==> src/design/gdr_pkg.sv <==
// shared types, widths and constants of the grid dda column raycaster
package gdr_pkg;

   // defaults of the top level parameters
   localparam int GRID_SIZE_DEF  = 16;
   localparam int STEP_LIMIT_DEF = 32;

   // payload and register widths
   localparam int COL_W       = 12;
   localparam int ROW_W       = 12;
   localparam int CELL_W      = 4;
   localparam int POS_W       = 16;
   localparam int VEC_W       = 16;
   localparam int DIST_W      = 16;
   localparam int CSR_INDEX_W = 3;
   localparam int CSR_DATA_W  = 16;

   // fixed point layout
   localparam int FRAC_W     = 12;   // fraction bits of a position
   localparam int VEC_FRAC_W = 14;   // fraction bits of a vector

   // internal datapath widths
   localparam int CX_W      = 29;    // camera space offset, signed
   localparam int PROD_W    = 45;    // plane times offset, signed
   localparam int RAY_W     = 18;    // saturated ray component, signed
   localparam int DELTA_W   = 31;    // per cell side distance step
   localparam int SIDE_W    = 40;    // accumulated side distance
   localparam int COORD_W   = 8;     // map coordinate during the walk, signed
   localparam int NUM_W     = 22;    // offset to the struck grid line, signed
   localparam int HGT_W     = 20;    // line height
   localparam int DIV_NUM_W = 32;
   localparam int DIV_DEN_W = 18;
   localparam int DIV_BITS  = 4;     // quotient bits per divider cycle

   localparam int QUEUE_DEPTH = 2;

   // input item kinds
   localparam logic KIND_CELL_WRITE = 1'b0;
   localparam logic KIND_CAST       = 1'b1;

   // hit side codes
   localparam logic SIDE_X = 1'b0;
   localparam logic SIDE_Y = 1'b1;

   typedef enum logic [CSR_INDEX_W-1:0] {
      CSR_CAM_POS_X   = 3'd0,
      CSR_CAM_POS_Y   = 3'd1,
      CSR_VIEW_DIR_X  = 3'd2,
      CSR_VIEW_DIR_Y  = 3'd3,
      CSR_CAM_PLANE_X = 3'd4,
      CSR_CAM_PLANE_Y = 3'd5,
      CSR_SCREEN_COLS = 3'd6,
      CSR_SCREEN_ROWS = 3'd7
   } csr_index_type;

   // register reset values
   localparam logic [POS_W-1:0]        CAM_POS_X_RST   = 16'd20480;
   localparam logic [POS_W-1:0]        CAM_POS_Y_RST   = 16'd20480;
   localparam logic signed [VEC_W-1:0] VIEW_DIR_X_RST  = -16'sd16384;
   localparam logic signed [VEC_W-1:0] VIEW_DIR_Y_RST  = 16'sd164;
   localparam logic signed [VEC_W-1:0] CAM_PLANE_X_RST = 16'sd1638;
   localparam logic signed [VEC_W-1:0] CAM_PLANE_Y_RST = 16'sd10813;
   localparam logic [COL_W-1:0]        SCREEN_COLS_RST = 12'd800;
   localparam logic [ROW_W-1:0]        SCREEN_ROWS_RST = 12'd600;

   typedef struct packed {
      logic              kind;
      logic [COL_W-1:0]  column;
      logic [CELL_W-1:0] cell_x;
      logic [CELL_W-1:0] cell_y;
      logic              cell_wall;
   } req_type;

   typedef struct packed {
      logic [ROW_W-1:0]  span_top;
      logic [ROW_W-1:0]  span_bottom;
      logic              hit_side;
      logic [CELL_W-1:0] hit_cell_x;
      logic [CELL_W-1:0] hit_cell_y;
      logic [DIST_W-1:0] wall_distance;
   } rsp_type;

   typedef struct packed {
      logic [POS_W-1:0]        cam_pos_x;
      logic [POS_W-1:0]        cam_pos_y;
      logic signed [VEC_W-1:0] view_dir_x;
      logic signed [VEC_W-1:0] view_dir_y;
      logic signed [VEC_W-1:0] cam_plane_x;
      logic signed [VEC_W-1:0] cam_plane_y;
      logic [COL_W-1:0]        screen_cols;
      logic [ROW_W-1:0]        screen_rows;
   } cfg_type;

   // classified item between front and back end
   typedef struct packed {
      logic              is_cast;
      logic [COL_W-1:0]  column;
      logic [CELL_W-1:0] cell_x;
      logic [CELL_W-1:0] cell_y;
      logic              cell_wall;
   } cmd_type;

   typedef struct packed {
      logic                 start;
      logic [DIV_NUM_W-1:0] num;
      logic [DIV_DEN_W-1:0] den;
   } div_req_type;

   typedef struct packed {
      logic                 done;
      logic [DIV_NUM_W-1:0] quo;
   } div_rsp_type;

endpackage

==> src/design/gdr_queue.sv <==
// short command queue between front and back end
module gdr_queue #(
   parameter int DEPTH = gdr_pkg::QUEUE_DEPTH
) (
   input  logic             clock,
   input  logic             reset,
   input  logic             push,
   input  gdr_pkg::cmd_type push_data,
   output logic             push_ready,
   input  logic             pop,
   output logic             pop_valid,
   output gdr_pkg::cmd_type pop_data
);

   localparam int PTR_W = (DEPTH > 1) ? $clog2(DEPTH) : 1;
   localparam int CNT_W = $clog2(DEPTH + 1);

   gdr_pkg::cmd_type entry_ff [DEPTH];
   logic [PTR_W-1:0] wr_ptr_ff, wr_ptr_in;
   logic [PTR_W-1:0] rd_ptr_ff, rd_ptr_in;
   logic [CNT_W-1:0] count_ff, count_in;
   logic             do_push, do_pop;

   assign push_ready = (count_ff != CNT_W'(DEPTH));
   assign pop_valid  = (count_ff != '0);
   assign pop_data   = entry_ff[rd_ptr_ff];
   assign do_push    = push && push_ready;
   assign do_pop     = pop && pop_valid;

   always_comb begin
      wr_ptr_in = wr_ptr_ff;
      rd_ptr_in = rd_ptr_ff;
      count_in  = count_ff;
      if (do_push) begin
         wr_ptr_in = (wr_ptr_ff == PTR_W'(DEPTH - 1)) ? '0 : wr_ptr_ff + PTR_W'(1);
      end
      if (do_pop) begin
         rd_ptr_in = (rd_ptr_ff == PTR_W'(DEPTH - 1)) ? '0 : rd_ptr_ff + PTR_W'(1);
      end
      if (do_push && !do_pop) begin
         count_in = count_ff + CNT_W'(1);
      end else if (do_pop && !do_push) begin
         count_in = count_ff - CNT_W'(1);
      end
   end

   always_ff @(posedge clock) begin
      if (reset) begin
         wr_ptr_ff <= '0;
         rd_ptr_ff <= '0;
         count_ff  <= '0;
      end else begin
         wr_ptr_ff <= wr_ptr_in;
         rd_ptr_ff <= rd_ptr_in;
         count_ff  <= count_in;
      end
   end

   always_ff @(posedge clock) begin
      if (do_push) begin
         entry_ff[wr_ptr_ff] <= push_data;
      end
   end

endmodule

==> config.mk <==
export PLATFORM = sky130hd
export DESIGN_NAME = gdr_queue
export DESIGN_NICKNAME = d
export VERILOG_FILES = /design/src/design/gdr_pkg.sv /design/src/design/gdr_queue.sv
export SDC_FILE = /design/constraint.sdc
export NUM_CORES = 1
export LEC_CHECK = 0
export BUFFER_PORTS_ARGS = -buffer_cell sky130_fd_sc_hd__buf_2
export CORE_MARGIN = 4
export CORE_UTILIZATION = 32
export DETAILED_ROUTE_END_ITERATION = 7
export PLACE_DENSITY = 0.59
export SLEW_MARGIN = 20
export SYNTH_ARGS = -nofsm -noshare
export SYNTH_HDL_FRONTEND = slang
export SYNTH_SLANG_ARGS = --single-unit
==> constraint.sdc <==
create_clock -name clock -period 4.6 [get_ports clock]
set_input_delay 0.69 -clock clock [delete_from_list [all_inputs] [get_ports clock]]
set_output_delay 0.69 -clock clock [all_outputs]
set_load 0.05 [all_outputs]
# Word-level counts from Yosys, hierarchy flattened
# Memories as Yosys holds them, arrays and structs flattened. A register that Yosys moved wholly into a read port is not among the register bits.
# Index checks and enable logic that the tools add are counted.
# totals
ff_bits	4
n_memories	1
ramBits	44
input_bits	26
word_cells	25
# op_classes
muxes	8
reduce_logical	8
add_sub_neg	4
eq_ne	1
# mem_list
name	depth	word_bits	rd	rd_clocked_by_memory_dff	write_ports	line	rtl
entry_ff	2	22	1	1	1	gdr_queue.sv:18	gdr_pkg::cmd_type entry_ff [DEPTH];
# ops
operator	n
$mux 1	6
$logic_and 1x1->1	4
$mux 2	2
$reduce_bool 2->1	2
$add 1x1->1 const B	2
$add 2x1->2 const B	1
$logic_not 1->1	2
$ne 2x2->1 const B	1
$sub 2x1->2 const B	1

# Depth between registers and ports, before layout
# Gate-level depths: netlist (run 1).
# depth
ltp_word	6
ltp_mapped	6
mapped_depth_nobuf	6

# Worst setup path before layout (run 1)
# Ideal clock, no wire load.
# synth_path
kind	reg2reg
start	register count_ff[0]
end	memory entry_ff[1][0] in the netlist's numbering (enable)
t_arrival_ns	1.586
required_time_ns	4.219
slack_ns	2.634
path_buffers	0
synth_period_minus_slack_ns	1.966
path_stages_with_launch	3
cell_sequence	dfxtp_1 > nand2b_1 > and3_1
# synth_via
elab_chain_len	4
# synth_lines
element	line	rtl
from (decl)	gdr_queue.sv:21	logic [CNT_W-1:0] count_ff, count_in;
from (signal assigned)	gdr_queue.sv:55	count_ff <= count_in;
$ne 2x2->1	gdr_queue.sv:24	assign push_ready = (count_ff != CNT_W'(DEPTH));
named net push_ready	gdr_queue.sv:9	output logic push_ready,
$logic_and 1x1->1	gdr_queue.sv:27	assign do_push = push && push_ready;
$mux 1	gdr_queue.sv:60	if (do_push) begin
$mux 1 (not written as such)	gdr_queue.sv:61	entry_ff[wr_ptr_ff] <= push_data;
to (decl)	gdr_queue.sv:18	
# The timed path passes the listed nets, and every way through them passes these cells.

==> parameters.txt, run 1 <==
Parameter                              Value

Power
  Switching part of the total    39.7%
  Final total power    1.35 mW
  Combinational group share of total power    36.9%
  Reg power frac    44.8%
  Leakage power    ~0.83 nW
  Switching power    0.536 mW
  Clock share of power    between 10% and 20%
  Maximum resistive drop on vdd    about 240 µV
  Cell internal power dissipation    around 0.81 mW
  Power Density    about 610 nW/µm²

Clock tree
  Number of gates resized after cts    0
  TritonCTS Buffers    5
  Later-pin clock latency in the skew report    0.30 ns
  Buffer levels on the longest clock path    2
  Clock tree from TritonCTS    built
  Clock-pin slew on the worst setup and hold paths    ~0.08 ns
  Total of hold buffers inserted after clock tree synthesis    0
  Depth of the CTS H-tree    2
  Root cell of the clock tree    sky130_fd_sc_hd__clkbuf_8
  Count of buffers added by post-CTS timing repair for setup    0
  Clock sink count    49

Worst setup path
  Worst reg-to-reg path cell count    3
  Cell chain of the critical path    mux2_2 > buf_2
  Endpoint class of the critical path    primary output
  Path type of the worst setup path    register to primary output
  Worst flop-to-flop path endpoint    entry_ff[0][19]$_DFFE_PP_
  Cell family with the largest share of critical-path delay    flip-flops
  Crit path max-delay cell type    sky130_fd_sc_hd__dfxtp_1
  Buf/Inv on CP    1
  Crit path largest cell delay    0.97 ns
  Critical path launch point type    register
  Required time of the worst setup path    between 3 and 4 ns
  Flop-to-flop setup slack    2.83 ns
  Arrival time reported for the critical path endpoint    1.90 ns
  Largest fanout on the critical path    22
  Critical R2R Launch    count_ff[0]$_SDFFE_PP0P_
  Logic depth of the worst path, buffers included    2

Cells and area
  Total non-filler cell area in the finished layout    roughly 2200 µm²
  ANT cells    0
  Commonest non-fill, non-tap cells in the layout    sky130_fd_sc_hd__buf_2 (49), sky130_fd_sc_hd__edfxtp_1 (44), sky130_fd_sc_hd__mux2_2 (22)
  Fraction of layout instances using a drive strength above 1    a little under three fifths
  Multi-input gate area in the final layout    368 µm²
  Synthesis-to-finish area growth    23.1%
  Most frequent standard cell in the layout excluding fill and tap cells    sky130_fd_sc_hd__buf_2
  Post-route core utilization    slightly above 40%
  Register Area    1420 µm²
  Nets@finish    between 150 and 200
  Fillers    roughly 520

Detailed routing
  Antenna Violating Nets Remaining    0
  Post-detailed-route wirelength per cell    between 10 and 15 µm
  Final wirelength    around 3000 µm
  Detailed-route via count    961
  Residual DRC count    0
  First-pass detailed-route iteration total    4
  Vias per cell    4.39
  Number of DRC markers in iteration 0    52

Floorplan
  Die area    a little under 7000 µm²
  Standard-cell rows    27
  Die boundary width    between 80 and 90 µm
  Initial cell density of the core    approximately 33%
  Number of top-level design ports    50
  Y dimension of the die    83.0 µm
  Core outline area    5470 µm²

Logic synthesis
  Synthesized Nets    119
  Post-synthesis sequential area ratio    just under 80%
  Synth area leader    sky130_fd_sc_hd__edfxtp_1
  Post-synthesis cell area    between 1500 and 2000 µm²
  Top cell type's share of synthesized area    roughly 73%
  Gate count after technology mapping    92
  Average cell area after synthesis    approximately 20 µm²
  Yosys warnings    0
  Synth top area cells    sky130_fd_sc_hd__edfxtp_1 (73%), sky130_fd_sc_hd__mux2_2 (14%), sky130_fd_sc_hd__dfxtp_1 (5.6%), sky130_fd_sc_hd__xor2_1 (1.5%), sky130_fd_sc_hd__ha_1 (0.69%)
  Flop and latch count out of synthesis    a little under 50
  Synth cell types    17

STA
  RSZ-0062 raised after global routing    no
  Max frequency    a little under 400 MHz
  Setup-failing EPs final    0
  Measured slew at the worst slew-check pin    approximately 0.97 ns
  Clk_skew    just under 0.007 ns
  Relative slew margins    35.2%
  Final hold vios    0
  Min Hold Slack    a little over 0.5 ns
  Period utilisation layout    between 50% and 60%
  Final critical path time including I/O delays and setup    between 2 and 3 ns
  Setup total negative slack    0 ns
  Max-slew violation count    0

Global route
  Overall track demand over capacity in global routing    under 10%
  Overflow left after global routing    0
  Number of global-route vias before repair    between 1,000 and 1,500
  Antenna violations before repair    0
  Wire length of the first global-routing pass    roughly 5000 µm
  Pin count of the biggest net entering global routing    23

Placed design
  Area after detailed placement    2130 µm²
  Count of port buffers added during placement    ~50
  DPL Wire Length    about 2200 µm
  Routability Congestion    just under 0.7

Min path
  WHS Path Cells    2
  HP Start    rd_ptr_ff$_SDFFE_PP0P_
  Path category of the worst min-delay check    register to register

Status
  Status    finished clean

Flow run
  Maximum capacitance violations    0
[synthesized netlist by cell type]
cell type / number
sky130_fd_sc_hd__or2_2: 1
sky130_fd_sc_hd__o21ai_0: 2
sky130_fd_sc_hd__buf_2: 2
sky130_fd_sc_hd__ha_1: 1
sky130_fd_sc_hd__inv_1: 1
sky130_fd_sc_hd__a21bo_2: 1
sky130_fd_sc_hd__nor2_1: 3
sky130_fd_sc_hd__a21oi_1: 2
sky130_fd_sc_hd__edfxtp_1: 44
sky130_fd_sc_hd__nand3b_1: 1
sky130_fd_sc_hd__dfxtp_1: 5
sky130_fd_sc_hd__xor2_1: 3
sky130_fd_sc_hd__and2_1: 1
sky130_fd_sc_hd__mux2_2: 22
sky130_fd_sc_hd__and3_1: 1
sky130_fd_sc_hd__nand2b_1: 1
sky130_fd_sc_hd__or3_1: 1
[cell type report]
cell class                 count  area share [%]
clock buffer                   5            3.10
clock inverter                 3           0.959
inverter                       1           0.169
multi-input combinational     40            16.6
sequential                    49            64.1
tap                           72            4.06
timing repair buffer          49            11.1
[tightest hold or removal path, stage by stage (launching register included)]
cell and delay, ns:
sky130_fd_sc_hd__dfxtp_1 0.33, sky130_fd_sc_hd__xor2_1 0.08, sky130_fd_sc_hd__nor2_1 0.07
[worst max path at each step]
stage	endpoint	slack, ns
3_3_place_gp	pop_data[10]	2.28
4_1_cts	pop_data[10]	1.92
2_1_floorplan	entry_ff[1][0]$_DFFE_PP_	2.63
6_report	pop_data[0]	2.01
5_1_grt	pop_data[7]	1.86
3_5_place_dp	pop_data[10]	2.24
[power by group through the flow]
stage	sequential [mW]	clock, mW	combinational [mW]
after floorplan	0.585	0	0.420
after global placement	0.613	0	0.493
after detailed placement	0.619	0	0.504
after CTS	0.608	0.257	0.506
after global routing	0.614	0.280	0.528
final	0.604	0.247	0.498
[registers in the layout, summed over array words and instances, names as in the netlist, named ones only]
signal / count
wr_ptr_ff: 1
count_ff: 2
entry_ff: 44
rd_ptr_ff: 1
[per-layer routing]
| metal | wire, µm | GRT usage [%] | up-vias |
|---|---|---|---|
| li1 | - | - | 456 |
| met2 | 1520 | 15.7 | 38 |
| met5 | 0 | 0 | - |
| met4 | 101 | 5.35 | 0 |
| met3 | 208 | 3.27 | 8 |
| met1 | 1250 | 9.51 | 459 |
[through the flow]
stage	std cells	worst slack, ns
after detailed placement	211	2.24
final	219	2.01
after CTS	219	1.92
after floorplan	92	2.63
after global routing	219	1.86
after global placement	211	2.28
[cell families after synthesis]
group,count (synthesis),share of synthesized area [%]
xor+xnor,3,1.46
fa+ha+maj,1,0.694
compound gates,5,1.67
flops,49,78.9
buf+inv,3,0.764
simple gates,9,2.78
mux,22,13.8
(Power assumes the default switching activity.)
==> run 2, diff against run 1 <==
Clock period 4.6 ns to 2.45 ns, I/O delays scaled along.
==> run 2 against run 1 <==
Power is 97% higher. Via count is 1.0% higher. Highest routed layer unchanged. Critical endpoint unchanged. Largest power group unchanged. Clock power is 130% higher.
==> parameters.txt, run 2 (synthesis gave the netlist of run 1 again) <==
Parameter                              Value

STA
  Setup total negative slack    0 ns (unchanged)
  Setup-failing EPs final    0 (unchanged)
  Max frequency    roughly 470 MHz
  RSZ-0062 raised after global routing    no
  Relative slew margins    68.2% (+33 points)
  Final hold vios    0 (unchanged)
  Min Hold Slack    0.259 ns (-0.259 ns)
  Final critical path time including I/O delays and setup    ~2.1 ns
  Clk_skew    0.00297 ns (-0.00382 ns)
  Measured slew at the worst slew-check pin    0.477 ns (-0.494 ns)
  Max-slew violation count    0 (unchanged)
  Period utilisation layout    between 80% and 90%

Cells and area
  Total non-filler cell area in the finished layout    2270 µm² (+2.1%)
  Largest register FFs    44 (unchanged)
  Fillers    513 (-1.5%)
  Commonest non-fill, non-tap cells in the layout    sky130_fd_sc_hd__buf_2 (49), sky130_fd_sc_hd__edfxtp_1 (44), sky130_fd_sc_hd__mux2_2 (22)
  Most frequent standard cell in the layout excluding fill and tap cells    sky130_fd_sc_hd__buf_2
  Biggest registers after layout    entry_ff (44), count_ff (2)
  ANT cells    0 (unchanged)
  Reg with most FFs    entry_ff
  Post-route core utilization    41.4% (+0.87 points)
  Fraction of layout instances using a drive strength above 1    55.3% (-0.45 points)
  Nets@finish    176 (+1.7%)
  Synthesis-to-finish area growth    25.8%

Global route
  Overflow left after global routing    0 (unchanged)
  Number of global-route vias before repair    1,079 (-0.83%)
  Wire length of the first global-routing pass    5220 µm (+5.4%)
  Pin count of the biggest net entering global routing    15 (-35%)
  Overall track demand over capacity in global routing    9.90% (+0.76 points)
  Antenna violations before repair    0 (unchanged)

Placed design
  Count of port buffers added during placement    49 (unchanged)
  Routability Congestion    0.715 (+3.1%)
  DPL Wire Length    2360 µm (+9.3%)
  Area after detailed placement    2150 µm² (+1.1%)

Detailed routing
  Number of DRC markers in iteration 0    34 (-35%)
  First-pass detailed-route iteration total    4 (unchanged)
  Final wirelength    3150 µm (+2.3%)
  Sum of met3 wire segment lengths after detailed routing    256 µm (+23%)
  Metal2 WL    1590 µm (+5.1%)
  Vias per cell    4.37 (-0.32%)
  Met1 routed wirelength after detailed routing    1200 µm (-3.7%)
  Detailed-route via count    971 (+1.0%)
  Highest metal layer with signal wires    met4
  Post-detailed-route wirelength per cell    14.2 µm (+0.96%)
  Residual DRC count    0 (unchanged)
  Antenna Violating Nets Remaining    0 (unchanged)

Clock tree
  Count of buffers added by post-CTS timing repair for setup    0 (unchanged)
  Root cell of the clock tree    sky130_fd_sc_hd__clkbuf_8
  Clock-pin slew on the worst setup and hold paths    0.08 ns (about the same)
  Number of gates resized after cts    0 (unchanged)
  Clock tree from TritonCTS    built
  Total of hold buffers inserted after clock tree synthesis    0 (unchanged)
  Depth of the CTS H-tree    2 (unchanged)
  Later-pin clock latency in the skew report    0.29 ns (about the same)
  Clock sink count    49 (unchanged)
  TritonCTS Buffers    5 (unchanged)
  Buffer levels on the longest clock path    2 (unchanged)

Worst setup path
  Endpoint class of the critical path    primary output
  Required time of the worst setup path    2.08 ns (-1.83 ns)
  Path type of the worst setup path    register to primary output
  Critical path launch point type    register
  Arrival time reported for the critical path endpoint    1.74 ns (-0.16 ns)
  Largest fanout on the critical path    13 (-41%)
  Worst reg-to-reg path cell count    3 (unchanged)

Power
  Reg power frac    41.7% (-3.1 points)
  Final total power    2.65 mW (+97%)
  Leakage power    0.860 nW (+3.6%)
  Switching part of the total    37.1% (-2.6 points)
  Cell internal power dissipation    1.67 mW (+110%)
  Switching power    0.985 mW (+84%)
  Clock share of power    21.4% (+3.1 points)
  Combinational group share of total power    36.9% (about the same)
  Maximum resistive drop on vdd    355 µV (+48%)
  Power Density    1170 nW/µm² (+92%)

Status
  Status    finished clean

Min path
  Path category of the worst min-delay check    input pin to register
  WHS Path Cells    1 (-1)

Floorplan
  Standard-cell rows    27 (unchanged)
  Die boundary width    83.0 µm (unchanged)
  Number of top-level design ports    50 (unchanged)
  Initial cell density of the core    32.9% (unchanged)
  Y dimension of the die    83.0 µm (unchanged)
  Die area    6890 µm² (unchanged)
  Core outline area    5470 µm² (unchanged)

Flow run
  Maximum capacitance violations    0 (unchanged)
[run 2: cell count changes in the layout (fill, tap and decap cells not counted), sizes merged]
cell      delta
clkinv       -1
bufinv       +1
buf          +3
clkbuf       +2
inv          -1
clkinvlp     -1
[run 2: critical path, cell delays in order, from the launching register on]
cell and delay, ns:
sky130_fd_sc_hd__dfxtp_1 0.58, sky130_fd_sc_hd__buf_4 0.29, sky130_fd_sc_hd__mux2_2 0.36, sky130_fd_sc_hd__buf_2 0.21
[run 2: final cells by class]
cell class                      instances  area, µm²  area share [%]
Clock buffer                            7       86.3            3.81
Sequential cell                        49       1420            62.7
Clock inverter                          1       30.0            1.33
Multi-Input combinational cell         40        367            16.2
Timing Repair Buffer                   52        268            11.8
Tap cell                               72       90.1            3.98
Inverter                                1       3.75           0.166
[run 2: per-stage QoR]
| step | worst slack, ns | std cells |
|---|---|---|
| 5_1_grt | 0.203 | 222 |
| 3_3_place_gp | 0.657 | 214 |
| 2_1_floorplan | 0.484 | 92 |
| 6_report | 0.339 | 222 |
| 3_5_place_dp | 0.612 | 214 |
| 4_1_cts | 0.276 | 222 |
[run 2: routing by layer]
| metal | vias to the layer above | track usage [%] |
|---|---|---|
| li1 | 462 | - |
| met1 | 469 | 10.4 |
| met2 | 34 | 15.9 |
| met3 | 6 | 4.66 |
| met4 | 0 | 6.24 |
| met5 | - | 0 |
[run 2: power groups by stage]
stage	combinational (mW)	sequential, mW	clock (mW)
finish	0.977	1.11	0.569
global route	1.03	1.12	0.631
CTS	0.993	1.11	0.589
detailed placement	0.988	1.13	0
global placement	0.974	1.12	0
floorplan	0.789	1.10	0
[run 2: worst paths after layout]
| path | start | slack (ns) | end |
|---|---|---|---|
| worst min-delay path | push_data[19] | 0.26 | entry_ff[1][19]$_DFFE_PP_ |
| worst max register to register | count_ff[0]$_SDFFE_PP0P_ | 0.71 | entry_ff[1][2]$_DFFE_PP_ |
| worst max-delay path | register | 0.34 | pop_data[0] |
| worst min register to register | rd_ptr_ff$_SDFFE_PP0P_ | 0.53 | rd_ptr_ff$_SDFFE_PP0P_ |
==> run 3, diff against run 2 <==
Settings changed: RECOVER_POWER from default to 50.
==> run 3 against run 2 <==
Clock skew grew 0.0014 ns. Sequential share of layout area grew 0.52 points. Combinational power about the same. Sequential power hardly changed. Core utilization fell by 0.34 points. Non-clock buffer count stayed put. Die area did not move. Fmax hardly changed.
==> parameters.txt, run 3 (synthesis gave the netlist of run 1 again) <==
Parameter                              Value

Detailed routing
  Antenna Violating Nets Remaining    0 (unchanged)
  Residual DRC count    0 (unchanged)
  Number of DRC markers in iteration 0    34 (unchanged)
  Final wirelength    3140 µm (-0.32%)
  Vias per cell    4.38 (+0.10%)
  Detailed-route via count    972 (+0.10%)
  Post-detailed-route wirelength per cell    14.1 µm (-0.32%)
  First-pass detailed-route iteration total    4 (unchanged)

Worst setup path
  Arrival time reported for the critical path endpoint    1.74 ns (about the same)
  Path type of the worst setup path    register to primary output
  Worst flop-to-flop path endpoint    entry_ff[1][2]$_DFFE_PP_
  Endpoint class of the critical path    primary output
  Critical R2R Launch    count_ff[0]$_SDFFE_PP0P_
  Required time of the worst setup path    2.08 ns (about the same)
  Largest fanout on the critical path    13 (unchanged)
  Critical path launch point type    register
  Flop-to-flop setup slack    0.71 ns (about the same)
  Worst reg-to-reg path cell count    3 (unchanged)

Clock tree
  Depth of the CTS H-tree    2 (unchanged)
  Count of buffers added by post-CTS timing repair for setup    0 (unchanged)
  Clock-pin slew on the worst setup and hold paths    0.08 ns (about the same)
  Buffer levels on the longest clock path    2 (unchanged)
  Later-pin clock latency in the skew report    0.29 ns (about the same)
  TritonCTS Buffers    5 (unchanged)
  Total of hold buffers inserted after clock tree synthesis    0 (unchanged)
  Number of gates resized after cts    0 (unchanged)
  Root cell of the clock tree    sky130_fd_sc_hd__clkbuf_8
  Clock tree from TritonCTS    built
  Clock sink count    49 (unchanged)

Cells and area
  Post-route core utilization    41.1% (-0.34 points)
  Fraction of layout instances using a drive strength above 1    45.3% (-10 points)
  Total non-filler cell area in the finished layout    2250 µm² (-0.83%)
  ANT cells    0 (unchanged)
  Synthesis-to-finish area growth    24.7%
  Reg with most FFs    entry_ff
  Nets@finish    176 (unchanged)
  Commonest non-fill, non-tap cells in the layout    sky130_fd_sc_hd__edfxtp_1 (44), sky130_fd_sc_hd__buf_2 (34), sky130_fd_sc_hd__mux2_2 (22)
  Largest register FFs    44 (unchanged)
  Most frequent standard cell in the layout excluding fill and tap cells    sky130_fd_sc_hd__edfxtp_1
  Biggest registers after layout    entry_ff (44), count_ff (2)

STA
  Measured slew at the worst slew-check pin    0.477 ns (-0.0000468 ns)
  Relative slew margins    68.2% (about the same)
  Period utilisation layout    86.2% (about the same)
  Setup total negative slack    0 ns (unchanged)
  Setup-failing EPs final    0 (unchanged)
  Max-slew violation count    0 (unchanged)
  RSZ-0062 raised after global routing    no
  Final critical path time including I/O delays and setup    2.11 ns (+0.000559 ns)
  Final hold vios    0 (unchanged)
  Clk_skew    0.00432 ns (+0.00135 ns)
  Max frequency    474 MHz (about the same)

Global route
  Overall track demand over capacity in global routing    9.90% (unchanged)
  Overflow left after global routing    0 (unchanged)
  Pin count of the biggest net entering global routing    15 (unchanged)
  Wire length of the first global-routing pass    5220 µm (unchanged)
  Number of global-route vias before repair    1,079 (unchanged)
  Antenna violations before repair    0 (unchanged)

Placed design
  Area after detailed placement    2150 µm² (unchanged)
  Routability Congestion    0.715 (unchanged)
  DPL Wire Length    2360 µm (unchanged)
  Count of port buffers added during placement    49 (unchanged)

Floorplan
  Number of top-level design ports    50 (unchanged)
  Die boundary width    83.0 µm (unchanged)
  Core outline area    5470 µm² (unchanged)
  Standard-cell rows    27 (unchanged)
  Y dimension of the die    83.0 µm (unchanged)
  Initial cell density of the core    32.9% (unchanged)
  Die area    6890 µm² (unchanged)

Power
  Power Density    1180 nW/µm² (+0.65%)
  Maximum resistive drop on vdd    354 µV (-0.39%)
  Leakage power    0.818 nW (-4.9%)

Min path
  Min-Delay Endpoint    entry_ff[1][14]$_DFFE_PP_
  Path category of the worst min-delay check    input pin to register
  HP Start    push_data[14]
  WHS Path Cells    1 (unchanged)

Status
  Status    finished clean

Flow run
  Maximum capacitance violations    0 (unchanged)
==> run 3: cell count changes in the layout (fill, tap and decap cells not counted), sizes merged <==
| cell | previous run | this run |
|---|---|---|
| buf | 52 | 37 |
| clkbuf | 7 | 22 |
==> run 3: metal layers <==
layer / up-vias / global-route usage, % / wire length [µm]
met4: 0 / 6.24 / 92
li1: 462 / - / -
met5: - / 0 / 0
met2: 34 / 15.9 / 1590
met3: 6 / 4.66 / 262
met1: 470 / 10.4 / 1190
==> run 3: worst max-delay path, cell delays in order, from the launching register on <==
cell and delay, ns:
sky130_fd_sc_hd__dfxtp_1 0.58, sky130_fd_sc_hd__buf_4 0.30, sky130_fd_sc_hd__mux2_2 0.36, sky130_fd_sc_hd__buf_2 0.21
==> run 3: stage by stage <==
step	setup slack [ns]	power, mW	hold WS (ns)	cells
floorplan	0.484	1.89	0.437	92
global placement	0.657	2.09	0.487	214
detailed placement	0.612	2.12	0.516	214
CTS	0.276	2.69	0.247	222
global route	0.203	2.78	0.237	222
finish	0.338	2.65	0.262	222
==> run 3: worst max path at each step <==
stage	slack [ns]	end	startpoint
after floorplan	0.48	entry_ff[1][0]$_DFFE_PP_	count_ff[0]$_SDFFE_PP0P_
after global placement	0.66	pop_data[0]	register
after detailed placement	0.61	pop_data[0]	register
after CTS	0.28	pop_data[0]	register
after global routing	0.20	pop_data[0]	register
final	0.34	pop_data[0]	register
==> run 3: final cells by class <==
cell class              instances  area, µm²
repair buffers                 52        249
fillers                       514       3230
inverters                       1       3.75
multi-input cells              40        367
clock inverters                 1       30.0
clock buffers                   7       86.3
flip-flops and latches         49       1420
well taps                      72       90.1
==> run 3: report_power, final <==
group	total, mW	switching, mW	internal (mW)	leakage, nW
Sequential	1.11	0.0582	1.05	0.452
Clock	0.568	0.235	0.332	0.0585
Combinational	0.974	0.690	0.283	0.307
Total	2.65	0.984	1.66	0.818
